$ cat config.mk
export PLATFORM = sky130hd
export DESIGN_NAME = decimal_text_to_float
export DESIGN_NICKNAME = d
export VERILOG_FILES = /design/src/sv/dtf_pkg.sv /design/src/sv/dtf_scale.sv /design/src/sv/decimal_text_to_float.sv
export SDC_FILE = /design/constraint.sdc
export NUM_CORES = 2
export LEC_CHECK = 0
export BUFFER_PORTS_ARGS = -buffer_cell sky130_fd_sc_hd__buf_4
export CAP_MARGIN = 25
export CORE_UTILIZATION = 50
export CTS_BUF_LIST = sky130_fd_sc_hd__clkbuf_4 sky130_fd_sc_hd__clkbuf_8
export DETAILED_ROUTE_END_ITERATION = 10
export PLACE_DENSITY = 0.68
export SLEW_MARGIN = 20
export SYNTH_ARGS = -nofsm -noshare
export SYNTH_HDL_FRONTEND = slang
export SYNTH_SLANG_ARGS = --single-unit
$ cat constraint.sdc
create_clock -name clk -period 10.08 [get_ports clk]
set_input_delay 1.008 -clock clk [delete_from_list [all_inputs] [get_ports clk]]
set_output_delay 1.008 -clock clk [all_outputs]
set_load 0.05 [all_outputs]
$ cat src/sv/dtf_pkg.sv
// Package for the decimal text to single-precision converter.
// Holds the request and result payload types and the scaling constants.
// No dependencies.
package dtf_pkg;

  typedef struct packed {
    logic [7:0] text_byte;
    logic       field_start;
  } dtf_in_t;

  typedef struct packed {
    logic        parse_ok;
    logic [31:0] value_bits;
    logic [7:0]  consumed;
  } dtf_out_t;

  // ASCII codes
  localparam logic [7:0] CH_POINT = 8'h2E;
  localparam logic [7:0] CH_MINUS = 8'h2D;
  localparam logic [7:0] CH_PLUS  = 8'h2B;
  localparam logic [7:0] CH_ZERO  = 8'h30;
  localparam logic [7:0] CH_NINE  = 8'h39;

  // Double-precision scale factors: 53-bit significand and unbiased exponent
  localparam logic [52:0]        K01_MANT = 53'h147AE147AE147B;  // 0.01
  localparam logic signed [9:0]  K01_EXP  = -10'sd7;
  localparam logic [52:0]        K1_MANT  = 53'h1999999999999A;  // 0.1
  localparam logic signed [9:0]  K1_EXP   = -10'sd4;
  localparam logic [52:0]        K10_MANT = 53'h14000000000000;  // 10.0
  localparam logic signed [9:0]  K10_EXP  = 10'sd3;

  localparam logic signed [9:0]  FLT_MAX_EXP = 10'sd127;
  localparam logic signed [9:0]  FLT_BIAS    = 10'sd127;

endpackage

$ cat src/sv/dtf_scale.sv
// Integer to single conversion and decimal scaling on one shared multiplier.
// Normalizes one bit per cycle, then multiplies by 0.01, 0.1 or 10 in double
// precision from two partial products, rounding to double and then to single.
// Depends on dtf_pkg.
module dtf_scale
  import dtf_pkg::*;
#(
  parameter int MANT_W = 27
) (
  input  logic                clk,
  input  logic                rst,
  input  logic                start,
  input  logic [MANT_W-1:0]   mant,
  input  logic signed [7:0]   dec_exp,
  input  logic                neg,
  output logic                done,
  output logic [31:0]         bits
);

  typedef enum logic [3:0] {
    S_IDLE, S_NORM, S_RND, S_PICK, S_MLO, S_MHI, S_R53, S_R24, S_DONE
  } st_t;

  typedef enum logic [1:0] {K_01, K_1, K_10} kidx_t;

  st_t                st;
  kidx_t              kidx;
  logic [31:0]        nrm;
  logic [23:0]        fm;
  logic signed [9:0]  fe;
  logic signed [7:0]  de;
  logic               inf;
  logic               zero;
  logic               sgn;
  logic [49:0]        plo;
  logic [76:0]        prod;
  logic [52:0]        dm;

  logic [52:0]        k_mant;
  logic signed [9:0]  k_exp;
  logic [26:0]        mul_b;
  logic [50:0]        mul_p;

  always_comb begin
    case (kidx)
      K_01:    begin k_mant = K01_MANT; k_exp = K01_EXP; end
      K_1:     begin k_mant = K1_MANT;  k_exp = K1_EXP;  end
      K_10:    begin k_mant = K10_MANT; k_exp = K10_EXP; end
      default: begin k_mant = K10_MANT; k_exp = K10_EXP; end
    endcase
  end

  // shared multiplier: low constant half first, then high half
  assign mul_b = (st == S_MLO) ? {1'b0, k_mant[25:0]} : k_mant[52:26];
  assign mul_p = fm * mul_b;

  // round-to-nearest-even helpers
  logic        r53_top;
  logic [52:0] r53_keep;
  logic        r53_g, r53_s;
  logic [53:0] r53_sum;
  logic [23:0] r24_keep;
  logic        r24_g, r24_s;
  logic [24:0] r24_sum;

  always_comb begin
    r53_top  = prod[76];
    r53_keep = r53_top ? prod[76:24] : prod[75:23];
    r53_g    = r53_top ? prod[23] : prod[22];
    r53_s    = r53_top ? (|prod[22:0]) : (|prod[21:0]);
    r53_sum  = {1'b0, r53_keep} + {53'd0, r53_g & (r53_s | r53_keep[0])};
    if (st == S_RND) begin
      r24_keep = nrm[31:8];
      r24_g    = nrm[7];
      r24_s    = |nrm[6:0];
    end else begin
      r24_keep = dm[52:29];
      r24_g    = dm[28];
      r24_s    = |dm[27:0];
    end
    r24_sum = {1'b0, r24_keep} + {24'd0, r24_g & (r24_s | r24_keep[0])};
  end

  logic signed [9:0] fe_rnd;
  assign fe_rnd = fe + {9'd0, r24_sum[24]};

  always_ff @(posedge clk) begin
    if (rst) begin
      st   <= S_IDLE;
      done <= 1'b0;
    end else begin
      done <= 1'b0;
      case (st)
        S_IDLE: begin
          if (start) begin
            nrm  <= {{(32-MANT_W){1'b0}}, mant};
            fe   <= 10'sd31;
            de   <= dec_exp;
            sgn  <= neg;
            inf  <= 1'b0;
            zero <= (mant == '0);
            st   <= (mant == '0) ? S_DONE : S_NORM;
          end
        end
        S_NORM: begin
          if (nrm[31]) begin
            st <= S_RND;
          end else begin
            nrm <= {nrm[30:0], 1'b0};
            fe  <= fe - 10'sd1;
          end
        end
        S_RND, S_R24: begin
          fm <= r24_sum[24] ? r24_sum[24:1] : r24_sum[23:0];
          fe <= fe_rnd;
          if (fe_rnd > FLT_MAX_EXP) inf <= 1'b1;
          st <= S_PICK;
        end
        S_PICK: begin
          if (inf || de == 8'sd0) begin
            st <= S_DONE;
          end else if (de <= -8'sd2) begin
            kidx <= K_01;
            de   <= de + 8'sd2;
            st   <= S_MLO;
          end else if (de < 8'sd0) begin
            kidx <= K_1;
            de   <= 8'sd0;
            st   <= S_MLO;
          end else begin
            kidx <= K_10;
            de   <= de - 8'sd1;
            st   <= S_MLO;
          end
        end
        S_MLO: begin
          plo <= mul_p[49:0];
          st  <= S_MHI;
        end
        S_MHI: begin
          prod <= {mul_p, 26'd0} + {27'd0, plo};
          st   <= S_R53;
        end
        S_R53: begin
          dm <= r53_sum[53] ? r53_sum[53:1] : r53_sum[52:0];
          fe <= fe + k_exp + {9'd0, r53_top} + {9'd0, r53_sum[53]};
          st <= S_R24;
        end
        S_DONE: begin
          if (zero) begin
            bits <= {sgn, 31'd0};
          end else if (inf) begin
            bits <= {sgn, 8'hFF, 23'd0};
          end else begin
            bits <= {sgn, 8'(fe + FLT_BIAS), fm[22:0]};
          end
          done <= 1'b1;
          st   <= S_IDLE;
        end
        default: st <= S_IDLE;
      endcase
    end
  end

endmodule

$ cat src/sv/decimal_text_to_float.sv
// Top level: streaming ASCII decimal number parser with single-precision result.
// Parses one byte per request, then converts through dtf_scale.
// Depends on dtf_pkg and dtf_scale.
//
//   channel | direction | payload    | handshake
//   in      | request   | dtf_in_t   | in_valid / in_stall
//   out     | result    | dtf_out_t  | out_valid / out_stall
//
// A byte that does not end the field leaves in_stall low.
// The terminating byte starts the conversion: normalize and round to single,
// then per decimal scaling step on the shared multiplier a low and a high
// multiply and two roundings (up to 127 steps, fewer once the value overflows).
// in_stall stays high from the terminating byte until the result is loaded
// into the output register; a stalled result holds the unit in that wait.
// rst is synchronous and clears the parser and both sequencers.
module decimal_text_to_float
  import dtf_pkg::*;
#(
  parameter int SIG_DIGITS    = 8,
  parameter int MAX_FIELD_LEN = 255
) (
  input  logic     clk,
  input  logic     rst,
  input  logic     in_valid,
  output logic     in_stall,
  input  dtf_in_t  in_data,
  output logic     out_valid,
  input  logic     out_stall,
  output dtf_out_t out_data
);

  localparam int MANT_W = $clog2(10 ** SIG_DIGITS);

  typedef enum logic [1:0] {P_IDLE, P_FIRST, P_BODY, P_DONE} phase_t;
  typedef enum logic [1:0] {T_PARSE, T_CALC, T_OUT} top_t;

  phase_t             phase;
  top_t               tstate;
  logic               is_negative;
  logic [MANT_W-1:0]  mantissa;
  logic signed [7:0]  dec_exponent;
  logic [7:0]         digit_count;
  logic               seen_point;
  logic [7:0]         position;
  logic               sc_start;

  phase_t             phase_next;
  logic               neg_next;
  logic [MANT_W-1:0]  mant_next;
  logic signed [7:0]  exp_next;
  logic [7:0]         cnt_next;
  logic               pt_next;
  logic [7:0]         pos_next;
  logic               fin;

  logic               sc_done;
  logic [31:0]        sc_bits;
  logic               accept;
  logic               out_free;

  assign in_stall = (tstate != T_PARSE);
  assign accept   = in_valid && !in_stall;
  assign out_free = !out_valid || !out_stall;

  always_comb begin
    logic       handled;
    logic       is_digit;
    logic [7:0] c;
    c          = in_data.text_byte;
    handled    = 1'b0;
    is_digit   = (c >= CH_ZERO) && (c <= CH_NINE);
    phase_next = phase;
    neg_next   = is_negative;
    mant_next  = mantissa;
    exp_next   = dec_exponent;
    cnt_next   = digit_count;
    pt_next    = seen_point;
    pos_next   = position;
    fin        = 1'b0;
    if (in_data.field_start) begin
      phase_next = P_FIRST;
      neg_next   = 1'b0;
      mant_next  = '0;
      exp_next   = '0;
      cnt_next   = '0;
      pt_next    = 1'b0;
      pos_next   = '0;
    end
    if (phase_next == P_FIRST || phase_next == P_BODY) begin
      if (pos_next >= 8'(MAX_FIELD_LEN)) begin
        fin = 1'b1;
      end else begin
        if (phase_next == P_FIRST) begin
          phase_next = P_BODY;
          if (c == CH_MINUS || c == CH_PLUS) begin
            neg_next = (c == CH_MINUS);
            pos_next = pos_next + 8'd1;
            handled  = 1'b1;
          end
        end
        if (!handled) begin
          if (is_digit) begin
            if (cnt_next != 8'hFF) cnt_next = cnt_next + 8'd1;
            if (cnt_next <= 8'(SIG_DIGITS)) begin
              if (pt_next) exp_next = exp_next - 8'sd1;
              mant_next = (mant_next << 3) + (mant_next << 1)
                          + MANT_W'(c - CH_ZERO);
            end else if (!pt_next && exp_next < 8'sd127) begin
              exp_next = exp_next + 8'sd1;
            end
            pos_next = pos_next + 8'd1;
          end else if (c == CH_POINT && !pt_next) begin
            pt_next  = 1'b1;
            pos_next = pos_next + 8'd1;
          end else begin
            fin = 1'b1;
          end
        end
      end
      if (fin) phase_next = P_DONE;
    end
  end

  always_ff @(posedge clk) begin
    if (rst) begin
      phase        <= P_IDLE;
      tstate       <= T_PARSE;
      is_negative  <= 1'b0;
      mantissa     <= '0;
      dec_exponent <= '0;
      digit_count  <= '0;
      seen_point   <= 1'b0;
      position     <= '0;
      sc_start     <= 1'b0;
      out_valid    <= 1'b0;
    end else begin
      sc_start <= 1'b0;
      if (out_valid && !out_stall && tstate != T_OUT) out_valid <= 1'b0;
      case (tstate)
        T_PARSE: begin
          if (accept) begin
            phase        <= phase_next;
            is_negative  <= neg_next;
            mantissa     <= mant_next;
            dec_exponent <= exp_next;
            digit_count  <= cnt_next;
            seen_point   <= pt_next;
            position     <= pos_next;
            if (fin) begin
              tstate   <= T_CALC;
              sc_start <= 1'b1;
            end
          end
        end
        T_CALC: begin
          if (sc_done) tstate <= T_OUT;
        end
        T_OUT: begin
          // hold until the output register frees up
          if (out_free) begin
            out_data.parse_ok   <= (digit_count != 8'd0);
            out_data.value_bits <= sc_bits;
            out_data.consumed   <= position;
            out_valid           <= 1'b1;
            tstate              <= T_PARSE;
          end
        end
        default: tstate <= T_PARSE;
      endcase
    end
  end

  dtf_scale #(
    .MANT_W(MANT_W)
  ) u_scale (
    .clk     (clk),
    .rst     (rst),
    .start   (sc_start),
    .mant    (mantissa),
    .dec_exp (dec_exponent),
    .neg     (is_negative && (digit_count != 8'd0)),
    .done    (sc_done),
    .bits    (sc_bits)
  );

  a_done_in_calc: assert property (@(posedge clk) disable iff (rst)
    sc_done |-> tstate == T_CALC)
    else $error("conversion finished outside the calc state");

  a_fail_is_zero: assert property (@(posedge clk) disable iff (rst)
    out_valid && !out_data.parse_ok |-> out_data.value_bits == 32'd0)
    else $error("failed parse carries a nonzero value");

  a_calc_after_done: assert property (@(posedge clk) disable iff (rst)
    tstate != T_PARSE |-> phase == P_DONE)
    else $error("converting while the field is still open");

  a_start_from_parse: assert property (@(posedge clk) disable iff (rst)
    sc_start |-> tstate == T_CALC && $past(tstate) == T_PARSE)
    else $error("conversion launched without a terminating byte");

endmodule
# Word level (Yosys, flattened, before mapping)
# Cells that the tools add are included.
# totals
out_inout_bits	43
register_bits	396
input_bits	13
word_cells	246
# classes
bitwise	8
eq_ne	27
mul	1
n_reduce_logical	49
addsub	19
magnitude_cmp	8
mux	102
# op_table
cell	count
8-bit two-way mux	32
27-bit two-way mux	7
52-bit case mux with 2 select lines	1
77-bit by 50-bit adder with 77-bit output	1
32-bit two-way mux	2
32-bit case mux with 2 select lines	1
27-bit adder	2
53-bit by 1-bit adder with 54-bit output	1
53-bit two-way mux	1
52-bit two-way mux	1
24-bit by 27-bit multiplier with 51-bit output	1
10-bit case mux with 4 select lines	1
1-bit two-way mux	32
31-bit two-way mux	1
10-bit by 1-bit adder with 10-bit output	3
4-bit case mux with 7 select lines	1
28-bit OR reduction	1
27-bit zero test	1
24-bit by 1-bit adder with 25-bit output	1
8-bit by 1-bit adder with 8-bit output (second input constant)	3
8-bit by 6-bit == test with 1-bit output (second input constant)	3
24-bit two-way mux	1
23-bit two-way mux	1
23-bit OR reduction	1
50 further kinds	114

# Longest topological paths before layout
# logic_depth
depth_word	15
ltp_mapped	43
mapped_depth_nobuf	40

# By module
# Synthesis repeated with hierarchy kept, for this count alone.
# unflattened
cells_unflattened	4436
hier_area_um2	43037.5
# modules_own_cells
module	area_each_um2	n_inst	cells_each	seq_area_each_um2
dtf_scale	36351.1	1	3718	8838.5
decimal_text_to_float	6686.4	1	718	2412.3

# Least setup slack after synthesis
# No wires, ideal clock.
# synth_path
kind	reg2reg
startpoint	register u_scale.st[3]
endpoint	register u_scale.prod[69] (data pin)
t_required_ns	9.819
path_buffers	3
setup_ns	0.261
stages_incl_launch_ff	38
arrival_time_ns	9.380
slack_ns	0.438
synth_period_minus_slack_ns	9.642
path_cell_list	dfxtp_1 -> clkbuf_1 -> nand2b_1 -> or3_1 -> clkbuf_1 -> xnor2_1 -> nor2_1 -> clkbuf_1 -> nand2_1 -> inv_1 -> fa_1 -> fa_1 -> inv_1 -> fa_1 -> inv_1 -> fa_1 -> inv_1 -> fa_1 -> (+2 left out) -> inv_1 -> fa_1 -> inv_1 -> ha_1 -> a21oi_1 -> o211ai_1 -> a21o_1 -> or2_2 -> xor2_1 -> ha_1 -> nand3_1 -> a211o_1 -> a31oi_1 -> nor2_1 -> nor3_1 -> nand4_4 -> or4_4 -> xnor2_2
# synth_via
elab_chain_len	4
# synth_lines
element	line_no	text
start, declared	dtf_scale.sv:26	st_t st;
start signal, assigned	dtf_scale.sv:102	st <= (mant == '0) ? S_DONE : S_NORM;
4-bit by 3-bit == test with 1-bit output	dtf_scale.sv:54	assign mul_b = (st == S_MLO) ? {1'b0, k_mant[25:0]} : k_mant[52:26];
27-bit two-way mux	dtf_scale.sv:54	
24-bit by 27-bit multiplier with 51-bit output	dtf_scale.sv:55	assign mul_p = fm * mul_b;
named net u_scale.mul_p[19]	dtf_scale.sv:42	logic [50:0] mul_p;
77-bit by 50-bit adder with 77-bit output	dtf_scale.sv:141	prod <= {mul_p, 26'd0} + {27'd0, plo};
end signal, assigned	dtf_scale.sv:141	
end, declared	dtf_scale.sv:36	logic [76:0] prod;
# The timed path passes the listed nets, and every way through them passes these cells.
# A chain may end at the register's enable or synchronous reset.

# Worst setup path in the final report
# layout_path
startpoint	register u_scale.kidx[1]
endpoint	register u_scale.prod[71] (data pin)
# layout_via
elab_chain_len	5
word_cells_on_any_way	6
cone_classes	1 x add/sub; 1 x mul; 1 x eq/ne; 2 x mux; 1 x reduce/logical
# layout_lines
element	line_no	text
start, declared	dtf_scale.sv:27	kidx_t kidx;
start signal, assigned	dtf_scale.sv:123	kidx <= K_01;
start signal, assigned	dtf_scale.sv:127	kidx <= K_1;
start signal, assigned	dtf_scale.sv:131	kidx <= K_10;
2-bit by 1-bit == test with 1-bit output or 2-bit zero test (tied branches)	dtf_scale.sv:45	case (kidx)
52-bit case mux with 2 select lines (*)	dtf_scale.sv:45	
27-bit two-way mux (*)	dtf_scale.sv:54	
24-bit by 27-bit multiplier with 51-bit output (*)	dtf_scale.sv:55	
named net u_scale.mul_p[43]	dtf_scale.sv:42	
77-bit by 50-bit adder with 77-bit output (*)	dtf_scale.sv:141	
# The timed path passes the listed nets; every way through them passes the cells marked *.

==> results list <==
- PwrDens: 75.7 nW/um2
- Max-Cap Viols: 0
- Final Util: 54.7%
- Die Width: 295 um
- Post-synthesis cell type with the largest combined area: fa_1
* Layout filler cell count: 7704
- Unrepaired setup endpoints after global routing: true
- The first routing iteration left 3043 violations.
- The number of hold buffers added after CTS was 0.
* CTS tree: built
- Headroom to the max-slew limit came out at 32.0%.
- The floorplan has 107 rows.
- Setup clock skew after layout: 0.0542 ns
* Crit path buffers/inverters: 9
- Total grt overflow: 0
- Kind of start point of the critical path: flip-flop
- Maximum number of pins on one net before global-route repair: 78
- Share of the synthesized area in the top cell type: 26.2%
- In the final routed layout, each cell accounts on average for 23.4 um.
- Total detailed-routing wirelength: 133 mm
- Fraction of the mapped netlist area in compound gates: 8.88%
* Register bit count reported by yosys: 396
- TritonCTS buffer count: 70
* Total power: 3.53 mW
* Final hold vios: 0
- Finish-stage setup viols: 0
- Clk root buf: clkbuf_8
- Fraction of the yosys area taken by sequential cells: 26.1%
- Post-layout nets: 5349
- At the worst endpoint, the arrival time is 10.23 ns.
* Standard cell with the maximum stage delay on the critical path: or4b_1
* Most common cell after layout, fill and taps aside: inv_1
- For the worst-skew pair, the clock arrives at the later sink with an insertion delay of 0.69 ns.
- In the routed design, unresolved DRC markers number 0.
* Simple-gate share of the synthesized area: 15.5%
* Synthesized-area fraction occupied by xor and xnor cells: 5.18%
* GRT Resource Usage Total: 31.5%
* Largest family of logic cells by synthesized area: adder cells
- Summed over all nets, wire length on met2 after detailed routing comes to 58.1 mm.
- Number of global-route vias before repair: 32200
* Area growth from synthesis to final layout: 8.18%
* Cell types with the largest area share after synthesis: fa_1 26%, edfxtp_1 23%, ha_1 8.0%, inv_1 7.0%, nand2_1 4.0%
* Unique masters post-synth: 110
- The worst path uses 97.1% of the clock period.
* Final weighted congestion in routability-driven placement: 1.05
- Placed wire-length estimate: 111 mm
- Post-detailed-route count of antenna-violating nets: 0
- Count of boundary I/O pins: 56
* Count of port buffers added during placement: 55
* Fin. max-slew vios: 0
* CP top delay family: adder cells
* Async S/R FF share, synth: 0%
- The first global-routing pass estimated 203 mm of wire.
- The setup check on the worst reg-to-reg path leaves a slack of 0.29 ns.
- During synthesis, Yosys emitted a total of 0 warnings.
- Crit end category: flip-flop
- Initial standard-cell utilization of the core: 50.5%
- When the netlist entered floorplanning its net count stood at 5287.
* Critical register-to-register path startpoint: u_scale.kidx[1]
- The cell count after synthesis came out at 4434.
* Area inside the core boundary: 85100 um2
- Total via count in the routed design: 32200
* Met1 layer wirelength in the final routing: 58.6 mm
- In this run the mean area of a mapped cell was 9.71 um2.
- Measured along the y axis, the die boundary spans 295 um.
- Of the total synthesized cell area, the portion taken by full adders, half adders and majority gates is 34.3%.
* Detailed-router iteration count before antenna repair: 6
* Initial antenna violation count: 4
- Commonest cells after routing, fill and taps aside: 804 x inv_1, 564 x fa_1, 454 x nand2_1, 332 x edfxtp_1, 276 x ha_1
- Transition time at the pin with the least slew margin: 1.02 ns
- Number of flops mapped to enable cells by yosys: 332
- Static timing analysis puts the maximum clock frequency at 102 MHz.
* Post-Synthesis Cell Area: 43000 um2
* Reported leakage power: 21.7 nW
- Worst-path maximum fanout: 18
* Primary flip-flop cell chosen by synthesis mapping: edfxtp_1
- Detailed-route vias per instance: 5.66
- Measured against the total synthesized area, the mux share comes to 1.52%.
* Hold Startpoint: u_scale.bits[0]
* Fin Hold WS: 0.415 ns
* Metal3 WL: 12.7 mm
- Worst VDD drop: 0.0861 mV
- Share of layout cells above drive strength 1: 8.06%
* Path type of the worst min-delay path: reg2reg
- Die area: 87300 um2
* Minimum clock period after layout: 9.79 ns
* Required time at the worst-slack endpoint: 10.52 ns
- Number of sinks on the clock net: 396
- Clock-pin slew was measured on the worst setup and hold paths at 0.06 ns.
- The most critical setup path has its startpoint at u_scale.kidx[1].
* Uppermost signal routing layer after detailed routing: met5
- The flow ran to the end, and the final reports show no timing, DRC or antenna violations.
* Clk buf depth: 3
- The largest single stage delay on the critical path is 0.66 ns.
- In this run the number of H-tree levels came out at 3.
* Crit path kind: reg2reg
area by class of cell:
class | instances | area (um2) | area share (%)
Multi-Input combinational cell | 3078 | 28200 | 60.7
Sequential cell | 396 | 11300 | 24.2
Inverter | 805 | 3020 | 6.49
Tap cell | 1144 | 1430 | 3.07
Clock buffer | 101 | 1220 | 2.62
Timing Repair Buffer | 145 | 1130 | 2.42
Clock inverter | 27 | 251 | 0.540
Antenna cell | 4 | 10.0 | 0.0215
worst reg2reg max path, delay by kind of cell (launching register included):
family,cells,cell delay (ns)
flip-flops,1,0.57
XOR/XNOR,2,0.47
AND/OR/NAND/NOR,7,1.75
adder cells (fa/ha/maj),8,4.25
AO/OA/AOI/OAI,5,1.47
buffers and inverters,9,1.05
metrics by stage:
stage	setup WS, ns	std cells	instance area, um2	setup TNS, ns
2_1_floorplan	0.438	4434	43000	0
3_3_place_gp	0.374	5565	45000	0
3_5_place_dp	0.239	5566	45000	0
4_1_cts	0.240	5694	46400	0
5_1_grt	-0.0142	5697	46600	-0.0296
6_report	0.290	5700	46600	0
logic make-up after synthesis:
group	after synthesis
compound gates	593
xor+xnor	253
fa+ha+maj	840
buf+inv	960
flops	396
mux	64
simple gates	1328
timing repair:
item | in CTS | in global routing
endpoints found under the setup margin | 0 | 14
gates resized for setup | 0 | 20
buffers inserted | 0 | 1
state kept, by name (all words and copies together) (netlist names), 2 cells and up:
| signal | count |
|---|---|
| u_scale.prod | 77 |
| u_scale.dm | 53 |
| u_scale.plo | 50 |
| out_data | 41 |
| u_scale.bits | 32 |
| u_scale.nrm | 32 |
| mantissa | 27 |
| u_scale.fm | 24 |
| u_scale.fe | 10 |
| dec_exponent | 8 |
| digit_count | 8 |
| position | 8 |
| u_scale.de | 8 |
| u_scale.st | 4 |
| phase | 2 |
| tstate | 2 |
| u_scale.kidx | 2 |
worst paths after layout:
kind | to | cells past startpoint
hold / removal | out_data[8] | 0
hold reg to reg | out_data[8] | 0
setup reg to reg | u_scale.prod[71] | 31
setup / recovery | u_scale.prod[71] | 31
power by group:
| part | total, mW | internal (mW) | switching, mW |
|---|---|---|---|
| sequential | 1.78 | 1.77 | 0.0130 |
| combinational | 0.171 | 0.0582 | 0.112 |
| clock | 1.57 | 0.869 | 0.702 |
| total | 3.53 | 2.70 | 0.827 |
synth_stat cells, types with 10 or more instances:
master and count:
nor2_1 272, nor3_1 68, nand3_1 87, clkbuf_1 116
nor4_1 27, a22oi_1 28, inv_1 804, or3_1 15
nand3b_1 30, and3_1 56, o21a_1 19, a21o_1 48
buf_2 20, xor2_1 93, a31oi_1 17, fa_1 564
edfxtp_1 332, xnor2_1 158, nand2b_1 30, o21ai_0 127
a21oi_1 177, or2_2 15, and4_1 10, nand4_1 43
nor2b_1 50, o211ai_1 14, mux2i_1 53, mux2_2 11
and2_1 95, buf_1 11, o21bai_1 25, a211oi_1 36
dfxtp_1 64, nand2_1 456, ha_1 276
layer usage:
metal,GRT usage [%],vias to the layer above
li1,-,14700
met1,45.1,16000
met3,8.56,231
met2,46.8,1354
met4,8.69,4
met5,1.22,-
(Power assumes the default switching activity.)
